[config.mk]
export PLATFORM = sky130hd
export DESIGN_NAME = switch_change_command_emitter_core_flat
export DESIGN_NICKNAME = d
export VERILOG_FILES = /design/src/rtl/scce_pkg.sv /design/src/rtl/scce_if.sv /design/src/rtl/switch_change_command_emitter_core.sv /design/src/flat_wrapper.sv
export VERILOG_INCLUDE_DIRS = /design/src /design/src/rtl
export SDC_FILE = /design/constraint.sdc
export NUM_CORES = 1
export LEC_CHECK = 0
export BUFFER_PORTS_ARGS = -buffer_cell sky130_fd_sc_hd__buf_4
export CAP_MARGIN = 20
export CORE_AREA = 2 2 84 86
export CTS_BUF_LIST = sky130_fd_sc_hd__clkbuf_16
export DETAILED_ROUTE_END_ITERATION = 8
export DIE_AREA = 0 0 86 88
export PLACE_DENSITY = 0.64
export SLEW_MARGIN = 5
export SYNTH_ARGS = -nofsm -noshare
export SYNTH_HDL_FRONTEND = slang
export SYNTH_SLANG_ARGS = --single-unit
[constraint.sdc]
create_clock -name clk_i -period 3.5 [get_ports clk_i]
set_input_delay 0.35 -clock clk_i [delete_from_list [all_inputs] [get_ports clk_i]]
set_output_delay 0.35 -clock clk_i [all_outputs]
set_load 0.02 [all_outputs]
[src/rtl/assert_macros.svh]
// Assertion helpers shared by the RTL. Every check is clocked on clk_i and
// is switched off while rst_ni is low.
`ifndef ASSERT_MACROS_SVH
`define ASSERT_MACROS_SVH

// Checks a property at every rising clock edge outside reset.
`define SCCE_ASSERT(lbl, prop) \
  lbl: assert property (@(posedge clk_i) disable iff (!rst_ni) (prop)) \
    else $error("%m: assertion failed");

// Checks that a condition never holds outside reset.
`define SCCE_NEVER(lbl, cond) \
  lbl: assert property (@(posedge clk_i) disable iff (!rst_ni) !(cond)) \
    else $error("%m: forbidden condition seen");

`endif

[src/rtl/scce_pkg.sv]
// ----------------------------------------------------------------------------
// scce_pkg
// Types and constants of the cooktop panel command emitter.
// ----------------------------------------------------------------------------
package scce_pkg;

  localparam int unsigned BURNER_COUNT = 4;
  localparam int unsigned MAX_BURNERS  = 4;
  localparam int unsigned NUM_BURNERS  =
      (BURNER_COUNT < MAX_BURNERS) ? BURNER_COUNT : MAX_BURNERS;
  localparam int unsigned OVEN_BIT     = 4;

  typedef enum logic [1:0] {
    KIND_BURNER = 2'd0,
    KIND_OVEN   = 2'd1,
    KIND_FAN    = 2'd2
  } kind_e;

  typedef enum logic [2:0] {
    ACT_ON   = 3'd0,
    ACT_OFF  = 3'd1,
    ACT_TEMP = 3'd2,
    ACT_FUNC = 3'd3,
    ACT_FAN  = 3'd4
  } action_e;

  typedef enum logic [3:0] {
    ST_IDLE,
    ST_BEDGE,
    ST_BTEMP,
    ST_OVEN_EDGE,
    ST_SEQ_FUNC,
    ST_SEQ_TEMP,
    ST_OVEN_FUNC,
    ST_OVEN_TEMP,
    ST_FAN,
    ST_FLUSH
  } state_e;

  typedef struct packed {
    logic [4:0] enable_switches;
    logic [2:0] burner_level;
    logic [2:0] oven_mode;
    logic [2:0] oven_level;
    logic [2:0] fan_level;
  } sample_t;

  typedef struct packed {
    kind_e      target_kind;
    logic [1:0] unit_index;
    action_e    action;
    logic [2:0] value;
    logic       last_of_run;
  } cmd_t;

endpackage

[src/rtl/scce_if.sv]
// ----------------------------------------------------------------------------
// scce_if
// Valid/ready channels for panel samples and for device commands.
// ----------------------------------------------------------------------------
interface scce_sample_if;
  logic       valid;
  logic       ready;
  logic [4:0] enable_switches;
  logic [2:0] burner_level;
  logic [2:0] oven_mode;
  logic [2:0] oven_level;
  logic [2:0] fan_level;

  modport source (output valid, output enable_switches, output burner_level,
                  output oven_mode, output oven_level, output fan_level,
                  input ready);
  modport sink   (input valid, input enable_switches, input burner_level,
                  input oven_mode, input oven_level, input fan_level,
                  output ready);
endinterface

interface scce_cmd_if;
  logic       valid;
  logic       ready;
  logic [1:0] target_kind;
  logic [1:0] unit_index;
  logic [2:0] action;
  logic [2:0] value;
  logic       last_of_run;

  modport source (output valid, output target_kind, output unit_index,
                  output action, output value, output last_of_run,
                  input ready);
  modport sink   (input valid, input target_kind, input unit_index,
                  input action, input value, input last_of_run,
                  output ready);
endinterface

[src/rtl/switch_change_command_emitter_core.sv]
// ----------------------------------------------------------------------------
// switch_change_command_emitter_core
// Compares each cooktop panel sample with the previous one and emits the
// resulting ordered run of burner, oven and fan commands.
// ----------------------------------------------------------------------------
// Usage: a panel sample word enters on sample_i; the commands it causes leave
// one word at a time on cmd_o, in order, with last_of_run set on the final
// word of the run. A sample that changes nothing yields no word at all.
// sample_i.ready is high only while the sequencer is idle. After a sample is
// accepted, the sequencer walks a fixed list of checks, one per cycle unless stalled:
// the burner edges, the burner level commands, the oven edge with its on
// sequence, the oven mode and level changes, the fan change, and a final
// flush step. Every compare in these checks uses the same single field
// compare unit. Each command is held back until the next one appears, so
// that the last one can be marked.
// A stalled cmd_o halts the sequencer only when a new word must move into
// the held output register; the finished word waits there and the next
// sample can be accepted while it is still waiting.
// Reset clears the stored previous sample to zero and drops any run in
// progress.
// ----------------------------------------------------------------------------
`include "assert_macros.svh"

module switch_change_command_emitter_core (
  input  logic               clk_i,
  input  logic               rst_ni,
  scce_sample_if.sink        sample_i,
  scce_cmd_if.source         cmd_o
);

  localparam logic [1:0] LAST_BURNER = 2'(scce_pkg::NUM_BURNERS - 1);

  scce_pkg::state_e  state_q, state_d;
  logic [1:0]        bidx_q, bidx_d;
  scce_pkg::sample_t cur_q, prev_q;
  scce_pkg::cmd_t    pend_q, pend_d;
  logic              pend_v_q, pend_v_d;
  scce_pkg::cmd_t    out_q, out_d;
  logic              out_v_q, out_v_d;

  scce_pkg::sample_t in_sample;
  scce_pkg::cmd_t    new_cmd;
  logic              accept;
  logic              emit;
  logic              flush;
  logic              push;
  logic              out_free;
  logic              stall;
  logic [2:0]        cmp_a, cmp_b;
  logic              diff;
  logic [3:0]        cur_burn, prev_burn;
  logic              oven_now;

  assign in_sample = '{enable_switches: sample_i.enable_switches,
                       burner_level:    sample_i.burner_level,
                       oven_mode:       sample_i.oven_mode,
                       oven_level:      sample_i.oven_level,
                       fan_level:       sample_i.fan_level};

  assign sample_i.ready = (state_q == scce_pkg::ST_IDLE);
  assign accept         = sample_i.valid && sample_i.ready;

  assign cur_burn  = cur_q.enable_switches[scce_pkg::MAX_BURNERS-1:0];
  assign prev_burn = prev_q.enable_switches[scce_pkg::MAX_BURNERS-1:0];
  assign oven_now  = cur_q.enable_switches[scce_pkg::OVEN_BIT];

  // The shared compare unit: the sequencer picks which field pair it sees.
  assign diff = (cmp_a != cmp_b);

  assign out_free = !out_v_q || cmd_o.ready;
  assign push     = pend_v_q && (emit || flush);
  assign stall    = push && !out_free;

  always_comb begin
    state_d = state_q;
    bidx_d  = bidx_q;
    emit    = 1'b0;
    flush   = 1'b0;
    cmp_a   = 3'd0;
    cmp_b   = 3'd0;
    new_cmd = '{target_kind: scce_pkg::KIND_BURNER, unit_index: bidx_q,
                action: scce_pkg::ACT_ON, value: 3'd0, last_of_run: 1'b0};

    unique case (state_q)
      scce_pkg::ST_IDLE: begin
        if (accept) begin
          state_d = scce_pkg::ST_BEDGE;
          bidx_d  = 2'd0;
        end
      end
      scce_pkg::ST_BEDGE: begin
        cmp_a = {2'b00, cur_burn[bidx_q]};
        cmp_b = {2'b00, prev_burn[bidx_q]};
        emit  = diff;
        if (cur_burn[bidx_q]) begin
          new_cmd.action = scce_pkg::ACT_ON;
          new_cmd.value  = cur_q.burner_level;
        end else begin
          new_cmd.action = scce_pkg::ACT_OFF;
        end
        if (bidx_q == LAST_BURNER) begin
          state_d = scce_pkg::ST_BTEMP;
          bidx_d  = 2'd0;
        end else begin
          bidx_d = bidx_q + 2'd1;
        end
      end
      scce_pkg::ST_BTEMP: begin
        cmp_a          = cur_q.burner_level;
        cmp_b          = prev_q.burner_level;
        emit           = diff && cur_burn[bidx_q];
        new_cmd.action = scce_pkg::ACT_TEMP;
        new_cmd.value  = cur_q.burner_level;
        if (bidx_q == LAST_BURNER) begin
          state_d = scce_pkg::ST_OVEN_EDGE;
          bidx_d  = 2'd0;
        end else begin
          bidx_d = bidx_q + 2'd1;
        end
      end
      scce_pkg::ST_OVEN_EDGE: begin
        cmp_a               = {2'b00, oven_now};
        cmp_b               = {2'b00, prev_q.enable_switches[scce_pkg::OVEN_BIT]};
        emit                = diff;
        new_cmd.target_kind = scce_pkg::KIND_OVEN;
        new_cmd.unit_index  = 2'd0;
        new_cmd.action      = oven_now ? scce_pkg::ACT_ON : scce_pkg::ACT_OFF;
        state_d = (diff && oven_now) ? scce_pkg::ST_SEQ_FUNC : scce_pkg::ST_OVEN_FUNC;
      end
      scce_pkg::ST_SEQ_FUNC: begin
        emit                = 1'b1;
        new_cmd.target_kind = scce_pkg::KIND_OVEN;
        new_cmd.unit_index  = 2'd0;
        new_cmd.action      = scce_pkg::ACT_FUNC;
        new_cmd.value       = cur_q.oven_mode;
        state_d             = scce_pkg::ST_SEQ_TEMP;
      end
      scce_pkg::ST_SEQ_TEMP: begin
        emit                = 1'b1;
        new_cmd.target_kind = scce_pkg::KIND_OVEN;
        new_cmd.unit_index  = 2'd0;
        new_cmd.action      = scce_pkg::ACT_TEMP;
        new_cmd.value       = cur_q.oven_level;
        state_d             = scce_pkg::ST_OVEN_FUNC;
      end
      scce_pkg::ST_OVEN_FUNC: begin
        cmp_a               = cur_q.oven_mode;
        cmp_b               = prev_q.oven_mode;
        emit                = diff && oven_now;
        new_cmd.target_kind = scce_pkg::KIND_OVEN;
        new_cmd.unit_index  = 2'd0;
        new_cmd.action      = scce_pkg::ACT_FUNC;
        new_cmd.value       = cur_q.oven_mode;
        state_d             = scce_pkg::ST_OVEN_TEMP;
      end
      scce_pkg::ST_OVEN_TEMP: begin
        cmp_a               = cur_q.oven_level;
        cmp_b               = prev_q.oven_level;
        emit                = diff && oven_now;
        new_cmd.target_kind = scce_pkg::KIND_OVEN;
        new_cmd.unit_index  = 2'd0;
        new_cmd.action      = scce_pkg::ACT_TEMP;
        new_cmd.value       = cur_q.oven_level;
        state_d             = scce_pkg::ST_FAN;
      end
      scce_pkg::ST_FAN: begin
        cmp_a               = cur_q.fan_level;
        cmp_b               = prev_q.fan_level;
        emit                = diff;
        new_cmd.target_kind = scce_pkg::KIND_FAN;
        new_cmd.unit_index  = 2'd0;
        new_cmd.action      = scce_pkg::ACT_FAN;
        new_cmd.value       = cur_q.fan_level;
        state_d             = scce_pkg::ST_FLUSH;
      end
      scce_pkg::ST_FLUSH: begin
        flush   = 1'b1;
        state_d = scce_pkg::ST_IDLE;
      end
      default: begin
        state_d = scce_pkg::ST_IDLE;
      end
    endcase

    // A word that must move into a full output register holds the sequencer.
    if (stall) begin
      state_d = state_q;
      bidx_d  = bidx_q;
    end
  end

  // The held-back word is released when the next word appears or, marked as
  // the last one, in the flush step.
  always_comb begin
    pend_d   = pend_q;
    pend_v_d = pend_v_q;
    out_d    = out_q;
    out_v_d  = out_v_q && !cmd_o.ready;
    if (!stall) begin
      if (push) begin
        out_d             = pend_q;
        out_d.last_of_run = flush;
        out_v_d           = 1'b1;
      end
      if (emit) begin
        pend_d   = new_cmd;
        pend_v_d = 1'b1;
      end else if (flush) begin
        pend_v_d = 1'b0;
      end
    end
  end

  always_ff @(posedge clk_i or negedge rst_ni) begin
    if (!rst_ni) begin
      state_q  <= scce_pkg::ST_IDLE;
      bidx_q   <= 2'd0;
      cur_q    <= '0;
      pend_v_q <= 1'b0;
      out_v_q  <= 1'b0;
    end else begin
      state_q  <= state_d;
      bidx_q   <= bidx_d;
      pend_v_q <= pend_v_d;
      out_v_q  <= out_v_d;
      if (accept) begin
        cur_q <= in_sample;
      end
    end
  end

  always_ff @(posedge clk_i) begin
    pend_q <= pend_d;
    out_q  <= out_d;
    if (accept) begin
      prev_q <= cur_q;
    end
  end

  assign cmd_o.valid       = out_v_q;
  assign cmd_o.target_kind = out_q.target_kind;
  assign cmd_o.unit_index  = out_q.unit_index;
  assign cmd_o.action      = out_q.action;
  assign cmd_o.value       = out_q.value;
  assign cmd_o.last_of_run = out_q.last_of_run;

  // No word may be held back once the sequencer is idle again.
  `SCCE_NEVER(a_idle_no_pending, (state_q == scce_pkg::ST_IDLE) && pend_v_q)
  // An accepted sample always starts its run at the first burner.
  `SCCE_ASSERT(a_start_at_burner0,
               accept |=> (state_q == scce_pkg::ST_BEDGE) && (bidx_q == 2'd0))
  // The burner index never leaves the configured burner range.
  `SCCE_ASSERT(a_burner_idx_range,
               ((state_q == scce_pkg::ST_BEDGE) || (state_q == scce_pkg::ST_BTEMP))
               |-> ({1'b0, bidx_q} <= {1'b0, LAST_BURNER}))
  // A word released in the flush step is always marked as the last one.
  `SCCE_ASSERT(a_flush_marks_last,
               (flush && pend_v_q && !stall) |=> (out_v_q && out_q.last_of_run))

endmodule

[src/flat_wrapper.sv]
// flat-port wrapper written by rule: the top's interface ports become plain ports
module switch_change_command_emitter_core_flat 
  (clk_i, rst_ni, sample_i_valid, sample_i_enable_switches, sample_i_burner_level, sample_i_oven_mode, sample_i_oven_level, sample_i_fan_level, sample_i_ready, cmd_o_valid, cmd_o_target_kind, cmd_o_unit_index, cmd_o_action, cmd_o_value, cmd_o_last_of_run, cmd_o_ready);
  scce_sample_if sample_i_i ();
  scce_cmd_if cmd_o_i ();
  input  logic clk_i;
  input  logic rst_ni;
  input wire logic [$bits(sample_i_i.valid)-1:0] sample_i_valid;
  input wire logic [$bits(sample_i_i.enable_switches)-1:0] sample_i_enable_switches;
  input wire logic [$bits(sample_i_i.burner_level)-1:0] sample_i_burner_level;
  input wire logic [$bits(sample_i_i.oven_mode)-1:0] sample_i_oven_mode;
  input wire logic [$bits(sample_i_i.oven_level)-1:0] sample_i_oven_level;
  input wire logic [$bits(sample_i_i.fan_level)-1:0] sample_i_fan_level;
  output wire logic [$bits(sample_i_i.ready)-1:0] sample_i_ready;
  output wire logic [$bits(cmd_o_i.valid)-1:0] cmd_o_valid;
  output wire logic [$bits(cmd_o_i.target_kind)-1:0] cmd_o_target_kind;
  output wire logic [$bits(cmd_o_i.unit_index)-1:0] cmd_o_unit_index;
  output wire logic [$bits(cmd_o_i.action)-1:0] cmd_o_action;
  output wire logic [$bits(cmd_o_i.value)-1:0] cmd_o_value;
  output wire logic [$bits(cmd_o_i.last_of_run)-1:0] cmd_o_last_of_run;
  input wire logic [$bits(cmd_o_i.ready)-1:0] cmd_o_ready;
  assign sample_i_i.valid = sample_i_valid;
  assign sample_i_i.enable_switches = sample_i_enable_switches;
  assign sample_i_i.burner_level = sample_i_burner_level;
  assign sample_i_i.oven_mode = sample_i_oven_mode;
  assign sample_i_i.oven_level = sample_i_oven_level;
  assign sample_i_i.fan_level = sample_i_fan_level;
  assign sample_i_ready = sample_i_i.ready;
  assign cmd_o_valid = cmd_o_i.valid;
  assign cmd_o_target_kind = cmd_o_i.target_kind;
  assign cmd_o_unit_index = cmd_o_i.unit_index;
  assign cmd_o_action = cmd_o_i.action;
  assign cmd_o_value = cmd_o_i.value;
  assign cmd_o_last_of_run = cmd_o_i.last_of_run;
  assign cmd_o_i.ready = cmd_o_ready;
  switch_change_command_emitter_core u_core (.clk_i(clk_i), .rst_ni(rst_ni), .sample_i(sample_i_i), .cmd_o(cmd_o_i));
endmodule
==> flow_metrics.py, run 1 <==
metrics = {
    "job": {
        "cap_violations": 0,
    },
    "setup_path": {
        "r2r_cells": 7,
        "r2r_start": "u_core.state_q[0]$_DFFE_PN0P_",
        "crit_buf_inv": 0,
        "ff2ff_setup_slack_ns": 0.37,
        "critPathLaunch": "u_core.state_q[0]$_DFFE_PN0P_",
        "crit_path_max_incr_delay_ns": 0.71,
        "cp-endpoint": "u_core.cmd_o.value[0]$_DFFE_PP_",
        "setup.worst_path.start_class": "flop",
        "crit_cells": 7,
        "required_ns": 3.44,
        "cp_max_fo": 12,
        "path_delay_family": "compound AO/OA/AOI/OAI gates",
        "crit_path_end_kind": "flop",
        "arrival_ns": 3.07,
        "timing.rr.end": "u_core.cmd_o.value[0]$_DFFE_PP_",
        "cp_cell_sequence": "mux2_2 -> a32o_1 -> a211oi_4 -> xnor2_2 -> o31ai_4 -> a21boi_1 -> nor2b_1",
        "slowest_stage": "nor2b_1",
        "worstSetupPathType": "reg2reg",
    },
    "floorplanning": {
        "dieArea_mm2": 0.007568,
        "die_h_um": 88,
        "initial_core_util": 0.4363,
        "rows": 30,
        "die_w_um": 86,
        "ioPinCount": 34,
        "fp.coreArea_mm2": 0.006644,
    },
    "yosys": {
        "yosys-top-cells-area": "edfxtp_1 39%, dfrtp_1 22%, nand2_1 8.2%",
        "synth_edf_count": 38,
        "synth-async-reset-ratio": 0.3968,
        "yosysSeqAreaShare": 0.6094,
        "syn_inst": 248,
        "synth.avg_cell_area_um2": 11.69,
        "synth_ff_type": "edfxtp_1",
        "synth_top_area_share": 0.3936,
        "yosysUniqueCellTypes": 60,
        "syn_nets": 270,
        "yosysWarningCount": 0,
        "ys_seq_elements": 63,
        "syn_area_mm2": 0.002899,
        "yosys.area.top_type": "edfxtp_1",
    },
    "detailed_routing": {
        "routed_wirelength_um": 5393,
        "vias_per_cell": 5.255,
        "wl_per_cell_um": 14.34,
        "m1WireLength_um": 2535,
        "ant_nets": 0,
        "route.met2.wl_um": 2544,
        "drtPass1Iterations": 4,
        "drc": 0,
        "drt_iter0_markers": 173,
        "topRoutingLayerUsed": "met4",
        "wl_met3_um": 220,
        "vias": 1976,
    },
    "placement": {
        "dpl_cell_area_mm2": 0.003269,
        "gp_congestion": 0.9105,
        "dpl.cell_count": 359,
        "dp_slack_ns": 0.3365,
        "io_buffer_count": 33,
        "hpwl_um": 3848,
    },
    "timing": {
        "finalMaxSlewViolations": 0,
        "whs_ns": 0.2137,
        "timing.fmax_mhz": 320.0,
        "hold_viol_final": 0,
        "setup_ws_ns": 0.3746,
        "slew_headroom": 0.3779,
        "setup_violations": 0,
        "rsz0062_at_grt": "false",
        "setup_tns_ns": 0,
        "clock_skew_ns": 0.007539,
        "final.period_utilization": 0.8930,
        "fin_crit_ns": 3.125,
        "max_slew.worst_pin.slew_ns": 0.9274,
    },
    "global_routing": {
        "overflow": 0,
        "grt_use_total": 0.1566,
        "grt_max_degree": 32,
        "grt_pass1_vias": 1828,
        "grt_pass1_wl_um": 9025,
        "antenna_found_initial": 0,
    },
    "cts": {
        "cts_root_buffer": "clkbuf_16",
        "htree_num_levels": 3,
        "post_cts_buffers": 0,
        "cts_tree": "built",
        "cts.sinks": 63,
        "cts.path.max_buffers": 2,
        "numCtsBuffers": 9,
        "worstSkewPairLatency_ns": 0.32,
        "clkTransAtPathRegs_ns": 0.05,
    },
    "power": {
        "swShare": 0.3638,
        "p_int_mw": 2.441,
        "power_density_mw_per_mm2": 1077,
        "vdd_drop_max_mv": 0.4646,
        "leakage_nw": 1.513,
        "clkPwrFrac": 0.215,
        "switching_power_mw": 1.396,
        "pwr-share-comb": 0.409,
        "p_seq_frac": 0.376,
    },
    "outcome": {
        "outcome": "completed",
    },
    "final_layout": {
        "diodes": 0,
        "layout-drive-gt1-share": 0.2399,
        "syn2layout_area_growth_pct": 22.83,
        "layout_commonest_cell": "nand2_1",
        "finalInstanceArea_mm2": 0.003561,
        "layout.nets": 313,
        "final_cells": 376,
        "most-common-layout-cells": "63 x nand2_1, 42 x buf_4, 38 x edfxtp_1, 25 x dfrtp_1, 16 x nor2_1",
        "fillCellCount": 574,
    },
    "min_path": {
        "hold_path_class": "in2reg",
    },
}
==> sequential cells by signal (all words and copies together), names as in the netlist, 2 cells and up <==
signal,flops
u_core.cur_burn,4
u_core.cmd_o.value,3
u_core.cmd_o.action,3
u_core.prev_q,13
u_core.prev_burn,4
u_core.state_q,4
u_core.pend_q,10
u_core.cmd_o.unit_index,2
u_core.cmd_o.target_kind,2
u_core.cur_q,13
u_core.bidx_q,2
==> metrics by stage <==
step                      utilization  power [mW]
final                          0.5360       3.836
after global routing           0.5360       4.077
after global placement         0.4921       2.993
after CTS                      0.5360       3.858
after detailed placement       0.4921       3.022
after floorplan                     -       2.553
==> layer usage <==
metal | GRT usage | vias to the layer above
li1 | - | 974
met1 | 0.2106 | 950
met2 | 0.2424 | 44
met3 | 0.04618 | 8
met4 | 0.05772 | 0
met5 | 0 | -
==> cell usage after synthesis, types with 2 or more instances <==
master / instances
nand2_1: 63
nand3_1: 2
o41ai_1: 2
inv_1: 7
buf_1: 3
and2_1: 2
nor3_1: 3
a221o_1: 2
nor4_1: 2
nor2b_1: 9
edfxtp_1: 38
o21ai_0: 4
a21oi_1: 4
buf_2: 3
a22o_1: 2
a32o_1: 2
o211ai_1: 2
mux2_2: 4
a22oi_1: 3
nand3b_1: 4
clkbuf_1: 5
nor2_1: 16
mux2i_1: 5
dfrtp_1: 25
==> final cells by class <==
type                            count  area, um^2  share of cell area
Inverter                            8       30.03            0.008433
Clock inverter                      7       56.30             0.01581
Timing Repair Buffer               43       325.3             0.09136
Sequential cell                    63        1767              0.4961
Tap cell                           80       100.1             0.02811
Clock buffer                        9       225.2             0.06325
Multi-Input combinational cell    166        1057              0.2969
==> worst reg2reg max path, cell delays in order, from the launching register on <==
cell and delay [ns]:
dfrtp_1 0.59, mux2_2 0.41, a32o_1 0.25, a211oi_4 0.24
xnor2_2 0.22, o31ai_4 0.14, a21boi_1 0.18, nor2b_1 0.71
==> power groups by stage <==
stage          combinational, mW  clock (mW)  sequential, mW
2_1_floorplan               1.11           0            1.44
3_3_place_gp                1.55           0            1.44
3_5_place_dp                1.57           0            1.46
4_1_cts                     1.57       0.843            1.44
5_1_grt                     1.72       0.872            1.48
6_report                    1.57       0.826            1.44
==> logic make-up after synthesis <==
logic type / after synthesis / share of synthesized area
AO/OA/AOI/OAI: 38 / 0.1109
XOR/XNOR: 3 / 0.01166
adder cells (fa/ha/maj): 1 / 0.004315
buffers and inverters: 19 / 0.02589
flip-flops: 63 / 0.6094
multiplexers: 13 / 0.05870
AND/OR/NAND/NOR: 111 / 0.1791
==> worst min path at each step <==
| stage | start | end | slack (ns) | depth (start not counted) |
|---|---|---|---|---|
| 6_report | sample_i_enable_switches[2] | u_core.cur_burn[2]$_DFFE_PN0P_ | 0.21 | 3 |
| 5_1_grt | sample_i_enable_switches[2] | u_core.cur_burn[2]$_DFFE_PN0P_ | 0.22 | 3 |
| 4_1_cts | sample_i_enable_switches[2] | u_core.cur_burn[2]$_DFFE_PN0P_ | 0.21 | 3 |
| 3_5_place_dp | rst_ni | u_core.cur_burn[1]$_DFFE_PN0P_ | 0.28 | 1 |
| 3_3_place_gp | rst_ni | u_core.cur_burn[2]$_DFFE_PN0P_ | 0.28 | 1 |
| 2_1_floorplan | rst_ni | u_core.bidx_q[0]$_DFFE_PN0P_ | 0.05 | 0 |
==> timing repair <==
item                      in CTS  in global routing
hold endpoints to repair      25                  0
gates resized for setup        0                  0
hold buffers                   1                  0
Power figures use the tool's default switching activity.
==> run 2: changes to the inputs <==
--- a/config.mk
+++ b/config.mk
@@ -13,6 +13,7 @@
 export DETAILED_ROUTE_END_ITERATION = 8
 export DIE_AREA = 0 0 86 88
 export PLACE_DENSITY = 0.64
+export RECOVER_POWER = 100
 export SLEW_MARGIN = 5
 export SYNTH_ARGS = -nofsm -noshare
 export SYNTH_HDL_FRONTEND = slang
==> run 2 against run 1 <==
Net effect: clock skew barely moved; power fell by 4.0%; non-clock buffer count did not move; utilization fell by 1.4 points; combinational power fell by 9.6%; die area did not move; clock power barely moved; sequential power barely moved; first-iteration DRC count rose by 13%; global-route usage did not move; critical path depth rose by 1; setup slack got worse by 0.052 ns; critical path type unchanged; largest power group is now registers.
==> flow_metrics.py, run 2 (same netlist as run 1, synthesis figures left out) <==
metrics = {
    "cts": {
        "post_cts_buffers": 0,
        "cts.path.max_buffers": 2,
        "cts.sinks": 63,
        "cts_root_buffer": "clkbuf_16",
        "worstSkewPairLatency_ns": 0.32,
        "post_cts_resized": 0,
        "cts_tree": "built",
        "htree_num_levels": 3,
        "clkTransAtPathRegs_ns": 0.05,
        "cts_hold_buf": 1,
        "numCtsBuffers": 9,
    },
    "setup_path": {
        "crit_path_end_kind": "flop",
        "arrival_ns": 3.12,
        "worstSetupPathType": "reg2reg",
        "setup.worst_path.start_class": "flop",
        "crit_path_max_incr_delay_ns": 0.73,
        "ff2ff_setup_slack_ns": 0.32,
        "path_delay_family": "simple AND/OR/NAND/NOR gates",
        "r2r_cells": 8,
        "r2r_start": "u_core.state_q[0]$_DFFE_PN0P_",
        "cp_cell_sequence": "clkbuf_1 -> and2_1 -> a32o_1 -> a211oi_4 -> xnor2_2 -> o31ai_4 -> a21boi_0 -> nor2b_1",
        "timing.rr.end": "u_core.cmd_o.value[0]$_DFFE_PP_",
        "cp_max_fo": 12,
        "required_ns": 3.44,
        "crit_buf_inv": 1,
        "slowest_stage": "nor2b_1",
    },
    "detailed_routing": {
        "m1WireLength_um": 2494,
        "topRoutingLayerUsed": "met4",
        "drc": 0,
        "vias_per_cell": 5.239,
        "wl_per_cell_um": 14.38,
        "wl_met3_um": 284,
        "vias": 1970,
        "route.met2.wl_um": 2537,
        "drtPass1Iterations": 4,
        "routed_wirelength_um": 5408,
        "ant_nets": 0,
        "drt_iter0_markers": 196,
    },
    "global_routing": {
        "grt_max_degree": 32,
        "grt_pass1_vias": 1828,
        "overflow": 0,
        "antenna_found_initial": 0,
        "grt_use_total": 0.1566,
        "grt_pass1_wl_um": 9025,
    },
    "floorplanning": {
        "die_w_um": 86,
        "dieArea_mm2": 0.007568,
        "die_h_um": 88,
        "rows": 30,
        "fp.coreArea_mm2": 0.006644,
        "initial_core_util": 0.4363,
        "ioPinCount": 34,
    },
    "power": {
        "clkPwrFrac": 0.224,
        "leakage_nw": 1.443,
        "swShare": 0.3694,
        "switching_power_mw": 1.360,
        "pwr-share-comb": 0.385,
        "p_seq_frac": 0.391,
        "vdd_drop_max_mv": 0.4621,
        "p_int_mw": 2.322,
        "power_density_mw_per_mm2": 1062,
    },
    "placement": {
        "io_buffer_count": 33,
        "hpwl_um": 3848,
        "gp_congestion": 0.9105,
        "dp_slack_ns": 0.3365,
    },
    "timing": {
        "finalMaxSlewViolations": 0,
        "hold_viol_final": 0,
        "setup_ws_ns": 0.3226,
        "timing.fmax_mhz": 314.7,
        "clock_skew_ns": 0.007389,
        "fin_crit_ns": 3.177,
        "slew_headroom": 0.08212,
        "rsz0062_at_grt": "false",
        "max_slew.worst_pin.slew_ns": 1.377,
        "setup_tns_ns": 0,
        "setup_violations": 0,
        "final.period_utilization": 0.9078,
    },
    "outcome": {
        "outcome": "completed",
    },
    "min_path": {
        "min-delay-start": "sample_i_enable_switches[2]",
        "hold_path_class": "in2reg",
        "hold_path_end": "u_core.cur_burn[2]$_DFFE_PN0P_",
        "min_path_cells": 3,
    },
    "job": {
        "cap_violations": 0,
    },
    "final_layout": {
        "most-common-layout-cells": "63 x nand2_1, 38 x edfxtp_1, 25 x dfrtp_1, 24 x buf_4, 18 x clkbuf_1",
        "diodes": 0,
        "fillCellCount": 592,
        "layout_commonest_cell": "nand2_1",
        "layout-drive-gt1-share": 0.1689,
        "layout.nets": 313,
        "syn2layout_area_growth_pct": 19.59,
        "top_regs": "u_core.cur_q x13, u_core.prev_q x13, u_core.pend_q x10",
    },
}
run 2: cell count changes in the layout (fill, tap and decap cells not counted), sizes merged:
| cell | previous run | this run |
|---|---|---|
| buf | 42 | 24 |
| clkbuf | 9 | 27 |
run 2: worst min-delay path, cell delays in order:
cell and delay (ns):
buf_4 0.08, nand2_1 0.04, nand2_1 0.04
run 2: power by group through the flow:
stage                     Sequential, mW  Clock [mW]  Combinational (mW)
after floorplan                     1.44           0                1.11
after global placement              1.44           0                1.55
after detailed placement            1.46           0                1.57
after CTS                           1.44       0.843                1.57
after global routing                1.48       0.872                1.57
final                               1.44       0.826                1.42
run 2: worst max-delay path by stage:
stage / to / from / cells past startpoint
6_report: u_core.cmd_o.value[0]$_DFFE_PP_ / u_core.state_q[0]$_DFFE_PN0P_ / 8
5_1_grt: u_core.cmd_o.value[0]$_DFFE_PP_ / u_core.state_q[0]$_DFFE_PN0P_ / 10
4_1_cts: u_core.cmd_o.value[0]$_DFFE_PP_ / u_core.state_q[0]$_DFFE_PN0P_ / 7
3_5_place_dp: u_core.cmd_o.value[0]$_DFFE_PP_ / u_core.state_q[0]$_DFFE_PN0P_ / 7
3_3_place_gp: u_core.cmd_o.target_kind[1]$_DFFE_PP_ / u_core.state_q[0]$_DFFE_PN0P_ / 7
2_1_floorplan: u_core.prev_burn[0]$_DFFE_PP_ / u_core.state_q[3]$_DFFE_PN0P_ / 6
run 2: stage by stage:
step / area, um^2 / power [mW] / hold WS (ns) / util / cells
final: 3467 / 3.682 / 0.2139 / 0.5218 / 376
after global routing: 3467 / 3.925 / 0.2164 / 0.5218 / 376
after CTS: 3561 / 3.858 / 0.2061 / 0.5360 / 376
after detailed placement: 3269 / 3.022 / 0.2832 / 0.4921 / 359
after global placement: 3269 / 2.993 / 0.2757 / 0.4921 / 359
after floorplan: 2899 / 2.553 / 0.05441 / - / 248
run 2: metal layers:
metal  global-route usage  up-vias
met2               0.2424       59
met5                    0        -
met1               0.2106      929
met3              0.04618        8
li1                     -      974
met4              0.05772        0
run 2: area by class of cell:
cell class / count / area [um^2] / area share
Sequential cell: 63 / 1767 / 0.5096
Clock inverter: 7 / 56.30 / 0.01624
Clock buffer: 9 / 225.2 / 0.06496
Inverter: 8 / 30.03 / 0.008661
Tap cell: 80 / 100.1 / 0.02887
Multi-Input combinational cell: 166 / 1031 / 0.2974
Timing Repair Buffer: 43 / 257.7 / 0.07434
==> run 3: changes to the inputs <==
--- a/config.mk
+++ b/config.mk
@@ -12,8 +12,9 @@
 export CTS_BUF_LIST = sky130_fd_sc_hd__clkbuf_16
 export DETAILED_ROUTE_END_ITERATION = 8
 export DIE_AREA = 0 0 86 88
-export PLACE_DENSITY = 0.64
+export PLACE_DENSITY = 0.66
 export RECOVER_POWER = 100
+export REMOVE_ABC_BUFFERS = 1
 export SLEW_MARGIN = 5
 export SYNTH_ARGS = -nofsm -noshare
 export SYNTH_HDL_FRONTEND = slang
==> constraint.sdc (replaced) <==
create_clock -name clk_i -period 2.6 [get_ports clk_i]
set_input_delay 0.26 -clock clk_i [delete_from_list [all_inputs] [get_ports clk_i]]
set_output_delay 0.26 -clock clk_i [all_outputs]
set_load 0.02 [all_outputs]
==> run 3 against run 2 <==
Net effect: fmax rose by 26%; register-to-register slack got worse by 0.24 ns; power rose by 51%; utilization rose by 4.1 points; clock skew fell by 0.0017 ns; cell count rose by 6.1%; routed wire length rose by 9.9%; flip-flop and latch count did not move; critical path depth rose by 1; setup slack got worse by 0.24 ns; critical path type unchanged; largest cell class unchanged; design area rose by 7.8%; critical endpoint is now u_core.cmd_o.value[1]$_DFFE_PP_; first-iteration DRC count fell by 23%.
==> flow_metrics.py, run 3 (same netlist as run 1, synthesis figures left out) <==
metrics = {
    "job": {
        "cap_violations": 0,
    },
    "cts": {
        "numCtsBuffers": 9,
        "cts_root_buffer": "clkbuf_16",
        "cts.sinks": 63,
        "worstSkewPairLatency_ns": 0.32,
        "cts_tree": "built",
        "htree_num_levels": 3,
        "cts.path.max_buffers": 2,
        "clkTransAtPathRegs_ns": 0.05,
        "post_cts_buffers": 0,
    },
    "global_routing": {
        "grt_use_total": 0.1723,
        "antenna_found_initial": 0,
        "grt_max_degree": 35,
        "grt_pass1_wl_um": 9791,
        "overflow": 0,
        "grt_pass1_vias": 2110,
    },
    "detailed_routing": {
        "drc": 0,
        "vias": 2092,
        "ant_nets": 0,
        "wl_per_cell_um": 14.90,
        "drtPass1Iterations": 4,
        "routed_wirelength_um": 5946,
        "vias_per_cell": 5.243,
        "drt_iter0_markers": 151,
    },
    "final_layout": {
        "most-common-layout-cells": "63 x nand2_1, 44 x buf_4, 38 x edfxtp_1, 23 x dfrtp_1, 16 x clkbuf_1",
        "layout-drive-gt1-share": 0.2915,
        "finalInstanceArea_mm2": 0.003737,
        "top_regs": "u_core.cur_q x13, u_core.prev_q x13, u_core.pend_q x10",
        "seqCellArea_mm2": 0.001769,
        "diodes": 0,
        "multi_input_area_mm2": 0.001130,
        "fillCellCount": 582,
        "layout_commonest_cell": "nand2_1",
        "layout.nets": 336,
        "syn2layout_area_growth_pct": 28.92,
    },
    "floorplanning": {
        "rows": 30,
        "initial_core_util": 0.4363,
        "dieArea_mm2": 0.007568,
        "ioPinCount": 34,
        "fp.coreArea_mm2": 0.006644,
        "die_w_um": 86,
        "die_h_um": 88,
    },
    "timing": {
        "setup_tns_ns": 0,
        "hold_viol_final": 0,
        "setup_ws_ns": 0.08019,
        "fin_crit_ns": 2.520,
        "final.period_utilization": 0.9692,
        "clock_skew_ns": 0.005675,
        "max_slew.worst_pin.slew_ns": 1.455,
        "finalMaxSlewViolations": 0,
        "timing.fmax_mhz": 396.9,
        "slew_headroom": 0.03012,
        "setup_violations": 0,
        "rsz0062_at_grt": "true",
    },
    "power": {
        "leakage_nw": 1.572,
        "power_density_mw_per_mm2": 1486,
        "vdd_drop_max_mv": 0.6489,
    },
    "setup_path": {
        "arrival_ns": 2.56,
        "worstSetupPathType": "reg2reg",
        "r2r_cells": 9,
        "setup.worst_path.start_class": "flop",
        "cp_max_fo": 6,
        "required_ns": 2.64,
        "crit_path_end_kind": "flop",
    },
    "placement": {
        "dp_slack_ns": -0.04107,
        "dpl_cell_area_mm2": 0.003447,
        "hpwl_um": 4168,
        "gp_congestion": 0.9011,
        "io_buffer_count": 33,
    },
    "outcome": {
        "outcome": "completed",
    },
    "min_path": {
        "hold_path_class": "in2reg",
        "min_path_cells": 3,
    },
}
run 3: final timing paths:
check	startpoint	endpoint	slack (ns)
min in group asynchronous	rst_ni	u_core.cur_q[4]$_DFFE_PN0P_	0.81
worst max-delay path	u_core.bidx_q[0]$_DFFE_PN0P_	u_core.cmd_o.value[1]$_DFFE_PP_	0.08
worst min register to register	u_core.pend_q[9]$_DFFE_PP_	u_core.cmd_o.target_kind[0]$_DFFE_PP_	0.41
max in group asynchronous	rst_ni	u_core.state_q[3]$_DFFE_PN0P_	0.82
worst min-delay path	sample_i_enable_switches[0]	u_core.cur_burn[0]$_DFFE_PN0P_	0.12
worst max register to register	u_core.bidx_q[0]$_DFFE_PN0P_	u_core.cmd_o.value[1]$_DFFE_PP_	0.08
run 3: critical path: stages, from the launching register on:
cell	delay [ns]
dfrtp_1	0.40
mux4_2	0.57
and3_4	0.19
a211oi_4	0.18
xnor2_2	0.16
buf_6	0.15
o31ai_4	0.07
a21boi_2	0.16
nor2b_4	0.19
buf_6	0.14
run 3: routing by layer:
| layer | track usage | share of wire | vias to the layer above |
|---|---|---|---|
| met5 | 0 | 0 | - |
| met4 | 0.1025 | 0.032 | 0 |
| met3 | 0.03676 | 0.055 | 17 |
| met2 | 0.2798 | 0.49 | 72 |
| met1 | 0.2128 | 0.42 | 981 |
| li1 | - | - | 1022 |
run 3: repair_timing:
action                     in CTS  in global routing
pin swaps                       1                  1
cloned                          0                  1
setup endpoints to repair      21                 26
resized for setup               1                 24
hold endpoints to repair       25                  0
hold buffers                    1                  0
run 3: final cells by class:
class / instances / area share
multi-input cells: 166 / 0.3023
clock buffers: 9 / 0.06026
repair buffers: 66 / 0.1205
clock inverters: 7 / 0.008704
flip-flops and latches: 63 / 0.4734
inverters: 8 / 0.008035
well taps: 80 / 0.02678
run 3: stage by stage:
| step | total power [mW] | std cells | hold WS [ns] | utilization |
|---|---|---|---|---|
| after detailed placement | 4.367 | 381 | 0.1952 | 0.5188 |
| after global routing | 5.896 | 399 | 0.1220 | 0.5625 |
| after CTS | 5.418 | 398 | 0.1159 | 0.5595 |
| after global placement | 4.315 | 381 | 0.1902 | 0.5188 |
| final | 5.554 | 399 | 0.1246 | 0.5625 |
| after floorplan | 3.394 | 237 | -0.03559 | - |
run 3: power breakdown:
group | internal (mW) | switching [mW]
clock | 0.625 | 0.397
sequential | 1.65 | 0.230
combinational | 1.21 | 1.44
total | 3.49 | 2.07
